`config.mk`:
```
export PLATFORM = sky130hd
export DESIGN_NAME = running_min_max_mean_unit_flat
export DESIGN_NICKNAME = d
export VERILOG_FILES = /design/src/rtl/rmmm_pkg.sv /design/src/rtl/rmmm_if.sv /design/src/rtl/rmmm_div.sv /design/src/rtl/running_min_max_mean_unit.sv /design/src/flat_wrapper.sv
export SDC_FILE = /design/constraint.sdc
export NUM_CORES = 1
export LEC_CHECK = 0
export BUFFER_PORTS_ARGS = -buffer_cell sky130_fd_sc_hd__buf_2
export CORE_UTILIZATION = 55
export CTS_BUF_LIST = sky130_fd_sc_hd__clkbuf_8
export CTS_CLUSTER_SIZE = 30
export DETAILED_ROUTE_END_ITERATION = 10
export HOLD_SLACK_MARGIN = 0.06
export PLACE_DENSITY = 0.74
export SYNTH_ARGS = -nofsm -noshare
export SYNTH_HDL_FRONTEND = slang
export SYNTH_HIERARCHICAL = 1
export SYNTH_SLANG_ARGS = --single-unit
```
`constraint.sdc`:
```
create_clock -name clk -period 16.5 [get_ports clk]
set_input_delay 3.3 -clock clk [delete_from_list [all_inputs] [get_ports clk]]
set_output_delay 3.3 -clock clk [all_outputs]
set_load 0.01 [all_outputs]
```
`src/rtl/rmmm_pkg.sv`:
```
package rmmm_pkg;

	// Fixed widths of the channel fields.
	localparam int DATA_BITS = 32;
	localparam int SUM_BITS  = 64;

	// Defaults for the top-level parameters.
	localparam int DEF_SAMPLE_BITS = 32;
	localparam int DEF_COUNT_BITS  = 32;

	// Quotient bits the divider resolves in each cycle.
	localparam int DIV_STEPS_PER_CYCLE = 2;

	typedef enum logic [2:0] {
		ST_IDLE,
		ST_ACT_GO,
		ST_ACT_WAIT,
		ST_TOT_GO,
		ST_TOT_WAIT,
		ST_DONE
	} state_t;

	typedef struct packed {
		logic start;
	} div_ctrl_t;

	typedef struct packed {
		logic busy;
		logic done;
	} div_stat_t;

endpackage

```
`src/rtl/rmmm_if.sv`:
```
interface rmmm_in_if;
	import rmmm_pkg::*;

	logic                 valid;
	logic                 ready;
	logic [DATA_BITS-1:0] sample;
	logic                 has_sample;
	logic                 tick;

	modport source (output valid, output sample, output has_sample, output tick, input ready);
	modport sink   (input valid, input sample, input has_sample, input tick, output ready);
endinterface

interface rmmm_out_if;
	import rmmm_pkg::*;

	logic                 valid;
	logic                 ready;
	logic [DATA_BITS-1:0] sample_count;
	logic [DATA_BITS-1:0] tick_count;
	logic [SUM_BITS-1:0]  running_sum;
	logic [DATA_BITS-1:0] min_value;
	logic [DATA_BITS-1:0] max_value;
	logic [DATA_BITS-1:0] active_average;
	logic [DATA_BITS-1:0] total_average;
	logic                 has_data;

	modport source (
		output valid, output sample_count, output tick_count, output running_sum,
		output min_value, output max_value, output active_average,
		output total_average, output has_data, input ready
	);
	modport sink (
		input valid, input sample_count, input tick_count, input running_sum,
		input min_value, input max_value, input active_average,
		input total_average, input has_data, output ready
	);
endinterface

```
`src/rtl/rmmm_div.sv`:
```
module rmmm_div #(
	parameter int SAMPLE_BITS = rmmm_pkg::DEF_SAMPLE_BITS,
	parameter int COUNT_BITS  = rmmm_pkg::DEF_COUNT_BITS
) (
	input  logic                                  clk,
	input  logic                                  arst_n,
	input  rmmm_pkg::div_ctrl_t                   ctrl,
	input  logic signed [rmmm_pkg::SUM_BITS-1:0]  num,
	input  logic        [COUNT_BITS-1:0]          den,
	output rmmm_pkg::div_stat_t                   stat,
	output logic signed [SAMPLE_BITS-1:0]         quot
);
	import rmmm_pkg::*;

	localparam int ACC_BITS  = COUNT_BITS + SUM_BITS;
	localparam int ITERS     = SUM_BITS / DIV_STEPS_PER_CYCLE;
	localparam int ITER_BITS = $clog2(ITERS);
	localparam logic [ITER_BITS-1:0] LAST_ITER = ITER_BITS'(ITERS - 1);
	localparam logic [SUM_BITS-1:0] Q_POS_MAX =
		(SUM_BITS'(1) << (SAMPLE_BITS - 1)) - SUM_BITS'(1);
	localparam logic [SUM_BITS-1:0] Q_NEG_MAX = SUM_BITS'(1) << (SAMPLE_BITS - 1);
	localparam logic signed [SAMPLE_BITS-1:0] SMP_MAX = {1'b0, {(SAMPLE_BITS-1){1'b1}}};
	localparam logic signed [SAMPLE_BITS-1:0] SMP_MIN = {1'b1, {(SAMPLE_BITS-1){1'b0}}};

	// One restoring step: the remainder sits above the dividend, and quotient
	// bits shift in at the bottom as dividend bits leave at the top.
	function automatic logic [ACC_BITS-1:0] div_step(
		input logic [ACC_BITS-1:0]   acc,
		input logic [COUNT_BITS-1:0] d
	);
		logic [COUNT_BITS:0]   trial;
		logic [COUNT_BITS:0]   diff;
		logic [COUNT_BITS-1:0] rem;
		logic [SUM_BITS-1:0]   wrk;
		logic                  qbit;
		begin
			rem   = acc[ACC_BITS-1:SUM_BITS];
			wrk   = acc[SUM_BITS-1:0];
			trial = {rem, wrk[SUM_BITS-1]};
			diff  = trial - {1'b0, d};
			qbit  = (trial >= {1'b0, d});
			if (qbit) begin
				rem = diff[COUNT_BITS-1:0];
			end else begin
				rem = trial[COUNT_BITS-1:0];
			end
			return {rem, wrk[SUM_BITS-2:0], qbit};
		end
	endfunction

	logic [ACC_BITS-1:0]   acc_q;
	logic [ACC_BITS-1:0]   acc_next;
	logic [COUNT_BITS-1:0] den_q;
	logic                  neg_q;
	logic                  busy_q;
	logic                  done_q;
	logic [ITER_BITS-1:0]  iter_q;
	logic [SUM_BITS-1:0]   num_mag;
	logic [SUM_BITS-1:0]   q;
	logic [SUM_BITS-1:0]   q_neg;

	assign num_mag = num[SUM_BITS-1] ? (SUM_BITS'(0) - num) : num;

	always_comb begin
		acc_next = acc_q;
		for (int i = 0; i < DIV_STEPS_PER_CYCLE; i++) begin
			acc_next = div_step(acc_next, den_q);
		end
	end

	always_ff @(posedge clk or negedge arst_n) begin
		if (!arst_n) begin
			busy_q <= 1'b0;
			done_q <= 1'b0;
			iter_q <= '0;
		end else begin
			done_q <= 1'b0;
			if (ctrl.start) begin
				busy_q <= 1'b1;
				iter_q <= '0;
			end else if (busy_q) begin
				iter_q <= iter_q + 1'b1;
				if (iter_q == LAST_ITER) begin
					busy_q <= 1'b0;
					done_q <= 1'b1;
				end
			end
		end
	end

	always_ff @(posedge clk) begin
		if (ctrl.start) begin
			acc_q <= {{COUNT_BITS{1'b0}}, num_mag};
			den_q <= den;
			neg_q <= num[SUM_BITS-1];
		end else if (busy_q) begin
			acc_q <= acc_next;
		end
	end

	// Truncated magnitude quotient, clamped into the signed sample range.
	assign q     = acc_q[SUM_BITS-1:0];
	assign q_neg = SUM_BITS'(0) - q;

	always_comb begin
		if (neg_q) begin
			quot = (q > Q_NEG_MAX) ? SMP_MIN : q_neg[SAMPLE_BITS-1:0];
		end else begin
			quot = (q > Q_POS_MAX) ? SMP_MAX : q[SAMPLE_BITS-1:0];
		end
	end

	assign stat.busy = busy_q;
	assign stat.done = done_q;

endmodule

```
`src/rtl/running_min_max_mean_unit.sv`:
```
// Running statistics over signed Q16.16 samples. Each input item may carry a
// sample (has_sample), a time tick (tick), or both, and every item produces
// exactly one stats item taken after that item's updates: sample and tick
// counts (saturating), a saturating 64-bit sum, min and max (most positive and
// most negative until the first sample), the active average sum/sample_count
// and the total average sum/tick_count (0 with no ticks), both truncated toward
// zero and clamped to the sample range. Both averages come from a single
// shared restoring divider that resolves two quotient bits per cycle. An item
// with a sample, once a tick has been counted, runs both divisions before its
// stats item turns valid. While the tick count is still zero a sample item
// skips the total-average division. An item without a sample runs only the
// total-average division, or none at all while the tick count is still zero.
// The block takes no new item until the current one is finished, but a
// finished stats item sits in an output register, so the next item can be
// accepted while the previous result still waits for the sink.
module running_min_max_mean_unit #(
	parameter int SAMPLE_BITS = rmmm_pkg::DEF_SAMPLE_BITS,
	parameter int COUNT_BITS  = rmmm_pkg::DEF_COUNT_BITS
) (
	input  logic       clk,
	input  logic       arst_n,
	rmmm_in_if.sink    samples,
	rmmm_out_if.source stats
);
	import rmmm_pkg::*;

	localparam logic signed [SAMPLE_BITS-1:0] SMP_MAX = {1'b0, {(SAMPLE_BITS-1){1'b1}}};
	localparam logic signed [SAMPLE_BITS-1:0] SMP_MIN = {1'b1, {(SAMPLE_BITS-1){1'b0}}};

	state_t state_q;
	state_t state_next;

	// Statistics state.
	logic        [COUNT_BITS-1:0]  smp_cnt_q;
	logic        [COUNT_BITS-1:0]  tick_cnt_q;
	logic signed [SUM_BITS-1:0]    sum_q;
	logic signed [SAMPLE_BITS-1:0] min_q;
	logic signed [SAMPLE_BITS-1:0] max_q;
	logic signed [SAMPLE_BITS-1:0] mean_q;
	logic signed [SAMPLE_BITS-1:0] total_q;
	logic                          init_q;
	logic                          smp_item_q;

	// Output register.
	logic out_valid_q;

	// Handshake and control strobes.
	logic in_fire;
	logic in_ready;
	logic out_ld;
	logic mean_ld;
	logic total_ld;
	logic total_zero;
	logic use_smp_den;

	// Sample and saturating sum.
	logic signed [SAMPLE_BITS-1:0] smp;
	logic signed [SUM_BITS-1:0]    smp_ext;
	logic signed [SUM_BITS:0]      sum_wide;
	logic signed [SUM_BITS-1:0]    sum_sat;

	// Divider hookup.
	div_ctrl_t                     dctrl;
	div_stat_t                     dstat;
	logic        [COUNT_BITS-1:0]  div_den;
	logic signed [SAMPLE_BITS-1:0] div_quot;

	assign smp      = samples.sample[SAMPLE_BITS-1:0];
	assign smp_ext  = SUM_BITS'(smp);
	assign sum_wide = (SUM_BITS+1)'(sum_q) + (SUM_BITS+1)'(smp_ext);

	// When the two top bits of the wide sum disagree the add overflowed, and
	// the top bit tells which rail to stop at.
	always_comb begin
		if (sum_wide[SUM_BITS] != sum_wide[SUM_BITS-1]) begin
			sum_sat = sum_wide[SUM_BITS] ? {1'b1, {(SUM_BITS-1){1'b0}}}
			                              : {1'b0, {(SUM_BITS-1){1'b1}}};
		end else begin
			sum_sat = sum_wide[SUM_BITS-1:0];
		end
	end

	assign in_fire = samples.valid && in_ready;

	// Next-state logic of the sequencer.
	always_comb begin
		state_next = state_q;
		unique case (state_q)
			ST_IDLE: begin
				if (samples.valid) begin
					state_next = samples.has_sample ? ST_ACT_GO : ST_TOT_GO;
				end
			end
			ST_ACT_GO: begin
				state_next = ST_ACT_WAIT;
			end
			ST_ACT_WAIT: begin
				if (dstat.done) begin
					state_next = ST_TOT_GO;
				end
			end
			ST_TOT_GO: begin
				state_next = (tick_cnt_q == '0) ? ST_DONE : ST_TOT_WAIT;
			end
			ST_TOT_WAIT: begin
				if (dstat.done) begin
					state_next = ST_DONE;
				end
			end
			ST_DONE: begin
				if (!out_valid_q || stats.ready) begin
					state_next = ST_IDLE;
				end
			end
			default: begin
				state_next = ST_IDLE;
			end
		endcase
	end

	// Output logic of the sequencer.
	always_comb begin
		in_ready    = 1'b0;
		dctrl.start = 1'b0;
		use_smp_den = 1'b0;
		mean_ld     = 1'b0;
		total_ld    = 1'b0;
		total_zero  = 1'b0;
		out_ld      = 1'b0;
		unique case (state_q)
			ST_IDLE: begin
				in_ready = 1'b1;
			end
			ST_ACT_GO: begin
				dctrl.start = 1'b1;
				use_smp_den = 1'b1;
			end
			ST_ACT_WAIT: begin
				mean_ld = dstat.done;
			end
			ST_TOT_GO: begin
				dctrl.start = (tick_cnt_q != '0);
				total_zero  = (tick_cnt_q == '0);
			end
			ST_TOT_WAIT: begin
				total_ld = dstat.done;
			end
			ST_DONE: begin
				out_ld = !out_valid_q || stats.ready;
			end
			default: begin
				in_ready = 1'b0;
			end
		endcase
	end

	assign div_den = use_smp_den ? smp_cnt_q : tick_cnt_q;

	rmmm_div #(
		.SAMPLE_BITS (SAMPLE_BITS),
		.COUNT_BITS  (COUNT_BITS)
	) u_div (
		.clk    (clk),
		.arst_n (arst_n),
		.ctrl   (dctrl),
		.num    (sum_q),
		.den    (div_den),
		.stat   (dstat),
		.quot   (div_quot)
	);

	always_ff @(posedge clk or negedge arst_n) begin
		if (!arst_n) begin
			state_q     <= ST_IDLE;
			smp_cnt_q   <= '0;
			tick_cnt_q  <= '0;
			sum_q       <= '0;
			min_q       <= SMP_MAX;
			max_q       <= SMP_MIN;
			mean_q      <= '0;
			total_q     <= '0;
			init_q      <= 1'b0;
			smp_item_q  <= 1'b0;
			out_valid_q <= 1'b0;
		end else begin
			state_q <= state_next;
			if (in_fire) begin
				smp_item_q <= samples.has_sample;
				if (samples.has_sample) begin
					if (smp_cnt_q != '1) begin
						smp_cnt_q <= smp_cnt_q + 1'b1;
					end
					sum_q  <= sum_sat;
					init_q <= 1'b1;
					if (smp < min_q) begin
						min_q <= smp;
					end
					if (smp > max_q) begin
						max_q <= smp;
					end
				end
				if (samples.tick && (tick_cnt_q != '1)) begin
					tick_cnt_q <= tick_cnt_q + 1'b1;
				end
			end
			if (mean_ld) begin
				mean_q <= div_quot;
			end
			if (total_ld) begin
				total_q <= div_quot;
			end else if (total_zero) begin
				total_q <= '0;
			end
			if (out_ld) begin
				out_valid_q <= 1'b1;
			end else if (stats.ready) begin
				out_valid_q <= 1'b0;
			end
		end
	end

	// The stats payload is a snapshot taken when the item is finished.
	always_ff @(posedge clk) begin
		if (out_ld) begin
			stats.sample_count   <= DATA_BITS'(smp_cnt_q);
			stats.tick_count     <= DATA_BITS'(tick_cnt_q);
			stats.running_sum    <= sum_q;
			stats.min_value      <= DATA_BITS'(min_q);
			stats.max_value      <= DATA_BITS'(max_q);
			stats.active_average <= DATA_BITS'(mean_q);
			stats.total_average  <= DATA_BITS'(total_q);
			stats.has_data       <= init_q;
		end
	end

	assign samples.ready = in_ready;
	assign stats.valid   = out_valid_q;

	// Once any sample has arrived, min never exceeds max.
	a_min_le_max: assert property (@(posedge clk) disable iff (!arst_n)
		init_q |-> (min_q <= max_q))
		else $error("min above max after a sample");

	// The data flag and a nonzero sample count go together.
	a_init_count: assert property (@(posedge clk) disable iff (!arst_n)
		init_q == (smp_cnt_q != '0))
		else $error("has_data disagrees with sample count");

	// The divider only runs while the sequencer waits for it.
	a_div_busy: assert property (@(posedge clk) disable iff (!arst_n)
		dstat.busy |-> (state_q == ST_ACT_WAIT || state_q == ST_TOT_WAIT))
		else $error("divider busy outside a wait state");

	// An item with a sample always passes through the active-average division.
	a_act_path: assert property (@(posedge clk) disable iff (!arst_n)
		(state_q == ST_TOT_GO && $past(state_q) == ST_IDLE) |-> !smp_item_q)
		else $error("sample item skipped the active average");

	// With no ticks counted the total average is zero.
	a_total_zero: assert property (@(posedge clk) disable iff (!arst_n)
		(state_q == ST_DONE && tick_cnt_q == '0) |-> (total_q == '0))
		else $error("total average nonzero without ticks");

endmodule

```
`src/flat_wrapper.sv`:
```
// flat-port wrapper written by rule: the top's interface ports become plain ports
module running_min_max_mean_unit_flat import rmmm_pkg::*;
#(
	parameter int SAMPLE_BITS = rmmm_pkg::DEF_SAMPLE_BITS,
	parameter int COUNT_BITS  = rmmm_pkg::DEF_COUNT_BITS
)
  (clk, arst_n, samples_valid, samples_sample, samples_has_sample, samples_tick, samples_ready, stats_valid, stats_sample_count, stats_tick_count, stats_running_sum, stats_min_value, stats_max_value, stats_active_average, stats_total_average, stats_has_data, stats_ready);
  rmmm_in_if samples_i ();
  rmmm_out_if stats_i ();
  input  logic clk;
  input  logic arst_n;
  input wire logic [$bits(samples_i.valid)-1:0] samples_valid;
  input wire logic [$bits(samples_i.sample)-1:0] samples_sample;
  input wire logic [$bits(samples_i.has_sample)-1:0] samples_has_sample;
  input wire logic [$bits(samples_i.tick)-1:0] samples_tick;
  output wire logic [$bits(samples_i.ready)-1:0] samples_ready;
  output wire logic [$bits(stats_i.valid)-1:0] stats_valid;
  output wire logic [$bits(stats_i.sample_count)-1:0] stats_sample_count;
  output wire logic [$bits(stats_i.tick_count)-1:0] stats_tick_count;
  output wire logic [$bits(stats_i.running_sum)-1:0] stats_running_sum;
  output wire logic [$bits(stats_i.min_value)-1:0] stats_min_value;
  output wire logic [$bits(stats_i.max_value)-1:0] stats_max_value;
  output wire logic [$bits(stats_i.active_average)-1:0] stats_active_average;
  output wire logic [$bits(stats_i.total_average)-1:0] stats_total_average;
  output wire logic [$bits(stats_i.has_data)-1:0] stats_has_data;
  input wire logic [$bits(stats_i.ready)-1:0] stats_ready;
  assign samples_i.valid = samples_valid;
  assign samples_i.sample = samples_sample;
  assign samples_i.has_sample = samples_has_sample;
  assign samples_i.tick = samples_tick;
  assign samples_ready = samples_i.ready;
  assign stats_valid = stats_i.valid;
  assign stats_sample_count = stats_i.sample_count;
  assign stats_tick_count = stats_i.tick_count;
  assign stats_running_sum = stats_i.running_sum;
  assign stats_min_value = stats_i.min_value;
  assign stats_max_value = stats_i.max_value;
  assign stats_active_average = stats_i.active_average;
  assign stats_total_average = stats_i.total_average;
  assign stats_has_data = stats_i.has_data;
  assign stats_i.ready = stats_ready;
  running_min_max_mean_unit #(.SAMPLE_BITS(SAMPLE_BITS), .COUNT_BITS(COUNT_BITS)) u_core (.clk(clk), .arst_n(arst_n), .samples(samples_i), .stats(stats_i));
endmodule
```
==> run metrics, run 1 <==
Initial Utilization=55.75%; Reg power frac=51.1%; Worst EP arrival=8.00 ns; Initial DRT Pass Iterations=5; Syn Area/Cell=10.89 sq um; clk buf depth=3; Sw Ratio=25.28%; vias in the first global route=26050; DRT iter0 DRCs=2508; CTS buffer count=104; CP required=17.08 ns; worst slew pin tran=1.165 ns; RSZ-0062 raised after global routing=no; synthesized area=36000 sq um; worst r2r path cells=23; outcome=finished, final reports clean; slew margin rel.=22.33%; I/O pins=297; Tmin final=7.423 ns; Setup violations, final=0; gr usage total=28.81%; worst min-delay path class=reg2reg; CP Launch Type=input pin; Largest regs=u_core/u_div/acc_q: 96 flops, u_core/stats.running_sum: 64 flops, u_core/sum_q: 64 flops; kind of critical path=in2reg; setup TNS=0 ns; final std cells w/o fill=4534; Synth Warn #=6; CP max stage cell=nand3_2; CTS resizes=0; clk slew on worst S/H paths=0.06 ns; Buffers & Inverters on Critical Path=1; MaxCap Viol Count=0; clk sinks=654; port bufs=296; CTS root buf=clkbuf_8; NetSw=0.0008714 W; fraction of layout cells with a size suffix above 1=20.04%; VDD IR max=0.05987 mV; via count=27370; total length of routed wires=96.26 mm; CP startpoint=samples_sample[31]; Slowest Stage Delay on Critical Path=0.82 ns; CP endpoint kind=flip-flop; Mapped Cells=3307; syn_nets=3546; placed cells=4334; initial antenna violation count=3; DR WL/cell=21.23 um; total internal power=0.002575 W; end of the critical path=u_core/sum_q[42]$_DFFE_PN0P_; die width=257.9 um; CP Depth=11; static leakage=16.10 nW; Final Cycle Share=44.99%; first-pass GRT wire length=150.1 mm; DRC=0; area of the core=64580 sq um; Clk Latency, worst-skew pair=0.75 ns; Worst path top cell family by delay=simple AND/OR/NAND/NOR gates; RR Endpoint=u_core/u_div/acc_q[84]$_SDFFE_PP0P_; Hold Buf Count CTS=0; P&R area growth vs syn=12.10%; CP max FO=44; Max Fclk=134.7 MHz; Final nets=3824; Die Ht=257.9 um; Final Wtd Congestion=0.9555; Post-DP HPWL=69.77 mm; Power Density=85.40 nW/um^2; Reg with most FFs=u_core/u_div/acc_q; CTS tree=done; cells along the critical path=buf_2 -> ha_1 -> nand4_1 -> or3_1 -> a2111oi_4 -> nor3_2 -> o41ai_4 -> o221ai_4 -> xnor2_1 -> nand3_2 -> o211ai_1; pin count of the biggest net entering global routing=93; Critical R2R Launch=u_core/u_div/den_q[1]$_DFFE_PP_; Clock Skew=0.05897 ns; max FFs per register=96; vias per inst=6.036; final number of max-transition violations=0; Routed Antenna Nets=0; Register-to-Register Setup Slack=9.26 ns; num rows=93; die footprint=66490 sq um; clock share of power=40.7%; Setup Buffers After CTS=0; hold violation count in the final report=0; H-tree levels=3; total grt overflow=0; logic gate share of total power=8.1%
-- per-layer routing --
layer	global-route usage, %	wire [um]	vias up	share of wire (%)
met5	0	17	-	0.018
met1	40.75	42490	13390	44
li1	-	-	12860	-
met2	45.42	44690	954	46
met3	4.515	6457	160	6.7
met4	9.599	2604	2	2.7
-- per-stage QoR --
| stage | area, sq um | utilization, % | power [W] | hold slack, ns | setup slack [ns] |
|---|---|---|---|---|---|
| 2_1_floorplan | 36000 | - | 0.001968 | 0.4160 | 0.9032 |
| 3_5_place_dp | 38190 | 59.14 | 0.002067 | 0.4307 | 8.481 |
| 3_3_place_gp | 38190 | 59.14 | 0.002066 | 0.4265 | 8.633 |
| 5_1_grt | 40360 | 62.49 | 0.003571 | 0.4582 | 8.763 |
| 4_1_cts | 40360 | 62.49 | 0.003471 | 0.4408 | 9.130 |
| 6_report | 40360 | 62.50 | 0.003447 | 0.4332 | 9.077 |
-- power groups by stage --
| stage | Combinational, W | Clock, W | Sequential, W |
|---|---|---|---|
| after floorplan | 0.000195 | 0 | 0.00177 |
| after global placement | 0.000272 | 0 | 0.00179 |
| after detailed placement | 0.000273 | 0 | 0.00179 |
| after CTS | 0.000276 | 0.00143 | 0.00176 |
| after global routing | 0.000307 | 0.00150 | 0.00176 |
| final | 0.000279 | 0.00140 | 0.00176 |
-- area by class of cell --
class / count / area (sq um)
inverters: 157 / 589.3
multi-input cells: 2350 / 16860
well taps: 855 / 1070
clock buffers: 126 / 1734
fillers: 5217 / 24220
flip-flops and latches: 654 / 18020
diodes: 2 / 5.005
repair buffers: 318 / 1657
clock inverters: 72 / 429.2
-- how the worst min path moves through the flow --
stage	slack, ns	depth (start not counted)	endpoint	startpoint
2_1_floorplan	0.42	0	u_core/stats.has_data$_DFFE_PP_	u_core/init_q$_DFFE_PN0P_
3_3_place_gp	0.43	0	u_core/stats.active_average[29]$_DFFE_PP_	u_core/mean_q[29]$_DFFE_PN0P_
3_5_place_dp	0.43	0	u_core/stats.active_average[16]$_DFFE_PP_	u_core/mean_q[16]$_DFFE_PN0P_
4_1_cts	0.44	0	u_core/stats.active_average[16]$_DFFE_PP_	u_core/mean_q[16]$_DFFE_PN0P_
5_1_grt	0.46	0	u_core/stats.active_average[2]$_DFFE_PP_	u_core/mean_q[2]$_DFFE_PN0P_
6_report	0.43	0	u_core/stats.active_average[16]$_DFFE_PP_	u_core/mean_q[16]$_DFFE_PN0P_
-- cell usage in the layout, fill, tap and decap left out, types with 15 or more instances in the layout --
| cell | n |
|---|---|
| o211ai_1 | 19 |
| or2_2 | 15 |
| nand3_1 | 87 |
| dfstp_2 | 32 |
| and3_1 | 32 |
| a31oi_1 | 17 |
| a21oi_1 | 226 |
| ha_1 | 198 |
| buf_2 | 295 |
| nand4_1 | 63 |
| xnor2_1 | 122 |
| dfrtp_1 | 234 |
| mux2_2 | 134 |
| nand2_1 | 266 |
| xor2_1 | 115 |
| nor3_1 | 54 |
| or3_1 | 24 |
| o21ai_0 | 130 |
| inv_1 | 195 |
| a21o_1 | 75 |
| o21a_1 | 25 |
| clkbuf_8 | 126 |
| nor4_1 | 26 |
| nor2_1 | 238 |
| mux2i_1 | 24 |
| nor2b_1 | 17 |
| o21bai_1 | 24 |
| edfxtp_1 | 354 |
| dfxtp_1 | 32 |
| o31ai_1 | 39 |
| a22o_1 | 34 |
| nand2b_1 | 27 |
| buf_4 | 22 |
| o311ai_1 | 42 |
| a211oi_1 | 40 |
No activity file was read; power rests on OpenSTA's default activity.
==> inputs of run 2 (changes only) <==
==> constraint.sdc (replaced) <==
create_clock -name clk -period 7.3 [get_ports clk]
set_input_delay 1.46 -clock clk [delete_from_list [all_inputs] [get_ports clk]]
set_output_delay 1.46 -clock clk [all_outputs]
set_load 0.01 [all_outputs]
==> run 2 against run 1 <==
Sequential cell count unchanged. Sequential power increased by 130%. Total power grew 130%. Register-to-register slack worse by 8.5 ns. Global-route usage is 0.12 points higher. Critical endpoint is now u_core/u_div/acc_q[95]$_SDFFE_PP0P_. Highest routed layer is now met4.
==> run metrics, run 2 (synthesis gave the netlist of run 1 again) <==
outcome=finished, final reports clean; CP endpoint kind=flip-flop; worst slack, placed=1.013 ns; Die Ht=257.9 um; Clk Latency, worst-skew pair=0.74 ns; CP Launch Type=flip-flop; Clock Skew=0.04695 ns; hold path start=u_core/mean_q[19]$_DFFE_PN0P_; hold path cells=0; setup TNS=0 ns; vias in the first global route=25930; Worst EP arrival=7.18 ns; Setup Buffers After CTS=0; gr usage total=28.93%; Initial Utilization=55.75%; max FFs per register=96; Reg power frac=50.7%; CP max stage cell=o41ai_1; I/O pins=297; Worst path top cell family by delay=compound AO/OA/AOI/OAI gates; NetSw=0.001989 W; first-pass GRT wire length=150.8 mm; setup ws final=0.7126 ns; clk slew on worst S/H paths=0.06 ns; Reg with most FFs=u_core/u_div/acc_q; Max Fclk=151.8 MHz; DR WL/cell=21.25 um; via count=27370; Top cell by count, worst path=buf_4; placed cells=4340; pin count of the biggest net entering global routing=158; VDD IR max=0.1247 mV; Sw Ratio=25.37%; Final Wtd Congestion=0.9465; commonest non-fill, non-tap cell in the layout=edfxtp_1; CTS tree=done; worst r2r path cells=24; Slowest Stage Delay on Critical Path=0.84 ns; Fill cells=5253; vias per inst=6.022; initial antenna violation count=6; hold worst-path end=u_core/stats.active_average[19]$_DFFE_PP_; Tmin final=6.587 ns; Critical R2R Launch=u_core/u_div/den_q[2]$_DFFE_PP_; worst min-delay path class=reg2reg; Routed Antenna Nets=0; area of the core=64580 sq um; logic gate share of total power=8.0%; port bufs=296; num rows=93; Initial DRT Pass Iterations=5; RR Endpoint=u_core/u_div/acc_q[95]$_SDFFE_PP0P_; die footprint=66490 sq um; MaxCap Viol Count=0; commonest non-fill, non-tap cells in the layout=edfxtp_1 (354), buf_2 (295), nand2_1 (266); CTS resizes=0; clk sinks=654; Core Util, Final=62.67%; fraction of layout cells with a size suffix above 1=20.24%; CTS buffer count=106; Power Density=193.6 nW/um^2; worst slew pin tran=1.140 ns; kind of critical path=reg2reg; RSZ-0062 raised after global routing=no; Register-to-Register Setup Slack=0.71 ns; Post-DP HPWL=69.68 mm; Setup violations, final=0; hold violation count in the final report=0; die width=257.9 um; CP required=7.89 ns; total length of routed wires=96.55 mm; Final nets=3832; slew margin rel.=22.96%; Final Cycle Share=90.24%; cells along the critical path=inv_1 -> ha_1 -> o21ai_0 -> a21oi_1 -> o31ai_1 -> a21oi_1 -> a211oi_2 -> a21o_1 -> buf_4 -> nor3b_1 -> mux2i_1 -> nand3_1 -> ha_1 -> o21ai_0 -> or2_2 -> a21boi_0 -> o41ai_1 -> o31ai_1 -> a311oi_2 -> buf_4 -> nand2_1 -> buf_4 -> a2111oi_0 -> a2111oi_0; Buffers & Inverters on Critical Path=4; CP max FO=17; clock share of power=41.2%; final number of max-transition violations=0; total grt overflow=0; DRT iter0 DRCs=2544; Hold Buf Count CTS=0; clk buf depth=3; CTS root buf=clkbuf_8; H-tree levels=3; final std cells w/o fill=4544; P&R area growth vs syn=12.42%; DRC=0; total internal power=0.005849 W; Largest regs=u_core/u_div/acc_q: 96 flops, u_core/stats.running_sum: 64 flops, u_core/sum_q: 64 flops; static leakage=16.15 nW
-- run 2: cell count changes in the layout (fill, tap and decap cells not counted), sizes merged --
cell | before | now
inv | 198 | 201
clkinv | 26 | 22
clkinvlp | 2 | 4
diode | 2 | 3
buf | 318 | 324
clkbuf | 126 | 128
-- run 2: worst reg2reg max path: stages (launching register included) --
cell	delay, ns
edfxtp_1	0.35
inv_1	0.08
ha_1	0.29
o21ai_0	0.19
a21oi_1	0.10
o31ai_1	0.40
a21oi_1	0.20
a211oi_2	0.38
a21o_1	0.47
buf_4	0.25
nor3b_1	0.06
mux2i_1	0.20
nand3_1	0.11
ha_1	0.37
o21ai_0	0.32
or2_2	0.17
a21boi_0	0.07
o41ai_1	0.84
o31ai_1	0.16
a311oi_2	0.29
buf_4	0.27
nand2_1	0.10
buf_4	0.27
a2111oi_0	0.39
a2111oi_0	0.12
-- run 2: cell type report --
type	instances	area, sq um	share of cell area, %
Antenna cell	3	7.507	0.01855
Clock buffer	128	1762	4.353
Clock inverter	73	442.9	1.094
Inverter	157	589.3	1.456
Multi-Input combinational cell	2350	16860	41.65
Sequential cell	654	18020	44.52
Tap cell	855	1070	2.643
Timing Repair Buffer	324	1727	4.266
-- run 2: routing by layer --
layer | vias up | track usage, % | wire, um
met3 | 133 | 5.585 | 6874
met4 | 0 | 8.185 | 2227
met5 | - | 0 | 0
met2 | 975 | 44.15 | 43310
met1 | 13350 | 42.07 | 44130
li1 | 12910 | - | -
-- run 2: how the worst max path moves through the flow --
stage / startpoint / endpoint / slack [ns] / cells after the start
after floorplan: stats_ready / u_core/stats.active_average[0]$_DFFE_PP_ / 1.37 / 2
after global placement: u_core/u_div/acc_q[63]$_DFFE_PP_ / u_core/u_div/acc_q[95]$_SDFFE_PP0P_ / 1.18 / 23
after detailed placement: u_core/u_div/den_q[11]$_DFFE_PP_ / u_core/u_div/acc_q[95]$_SDFFE_PP0P_ / 1.01 / 24
after CTS: u_core/u_div/den_q[2]$_DFFE_PP_ / u_core/u_div/acc_q[95]$_SDFFE_PP0P_ / 0.98 / 24
after global routing: u_core/u_div/den_q[2]$_DFFE_PP_ / u_core/u_div/acc_q[95]$_SDFFE_PP0P_ / 0.33 / 24
final: u_core/u_div/den_q[2]$_DFFE_PP_ / u_core/u_div/acc_q[95]$_SDFFE_PP0P_ / 0.71 / 24
-- run 2: power groups by stage --
stage	sequential, W	combinational (W)	clock, W
after CTS	0.00397	0.000621	0.00330
after detailed placement	0.00405	0.000617	0
after global routing	0.00398	0.000696	0.00345
final	0.00398	0.000629	0.00323
after global placement	0.00405	0.000613	0
after floorplan	0.00401	0.000441	0
-- run 2: metrics by stage --
| step | hold slack, ns | instance area (sq um) | total power (W) |
|---|---|---|---|
| after global routing | 0.4460 | 40470 | 0.008123 |
| after CTS | 0.4382 | 40470 | 0.007892 |
| final | 0.4175 | 40480 | 0.007838 |
| after detailed placement | 0.4294 | 38260 | 0.004663 |
| after global placement | 0.4213 | 38260 | 0.004659 |
| after floorplan | 0.4160 | 36010 | 0.004448 |
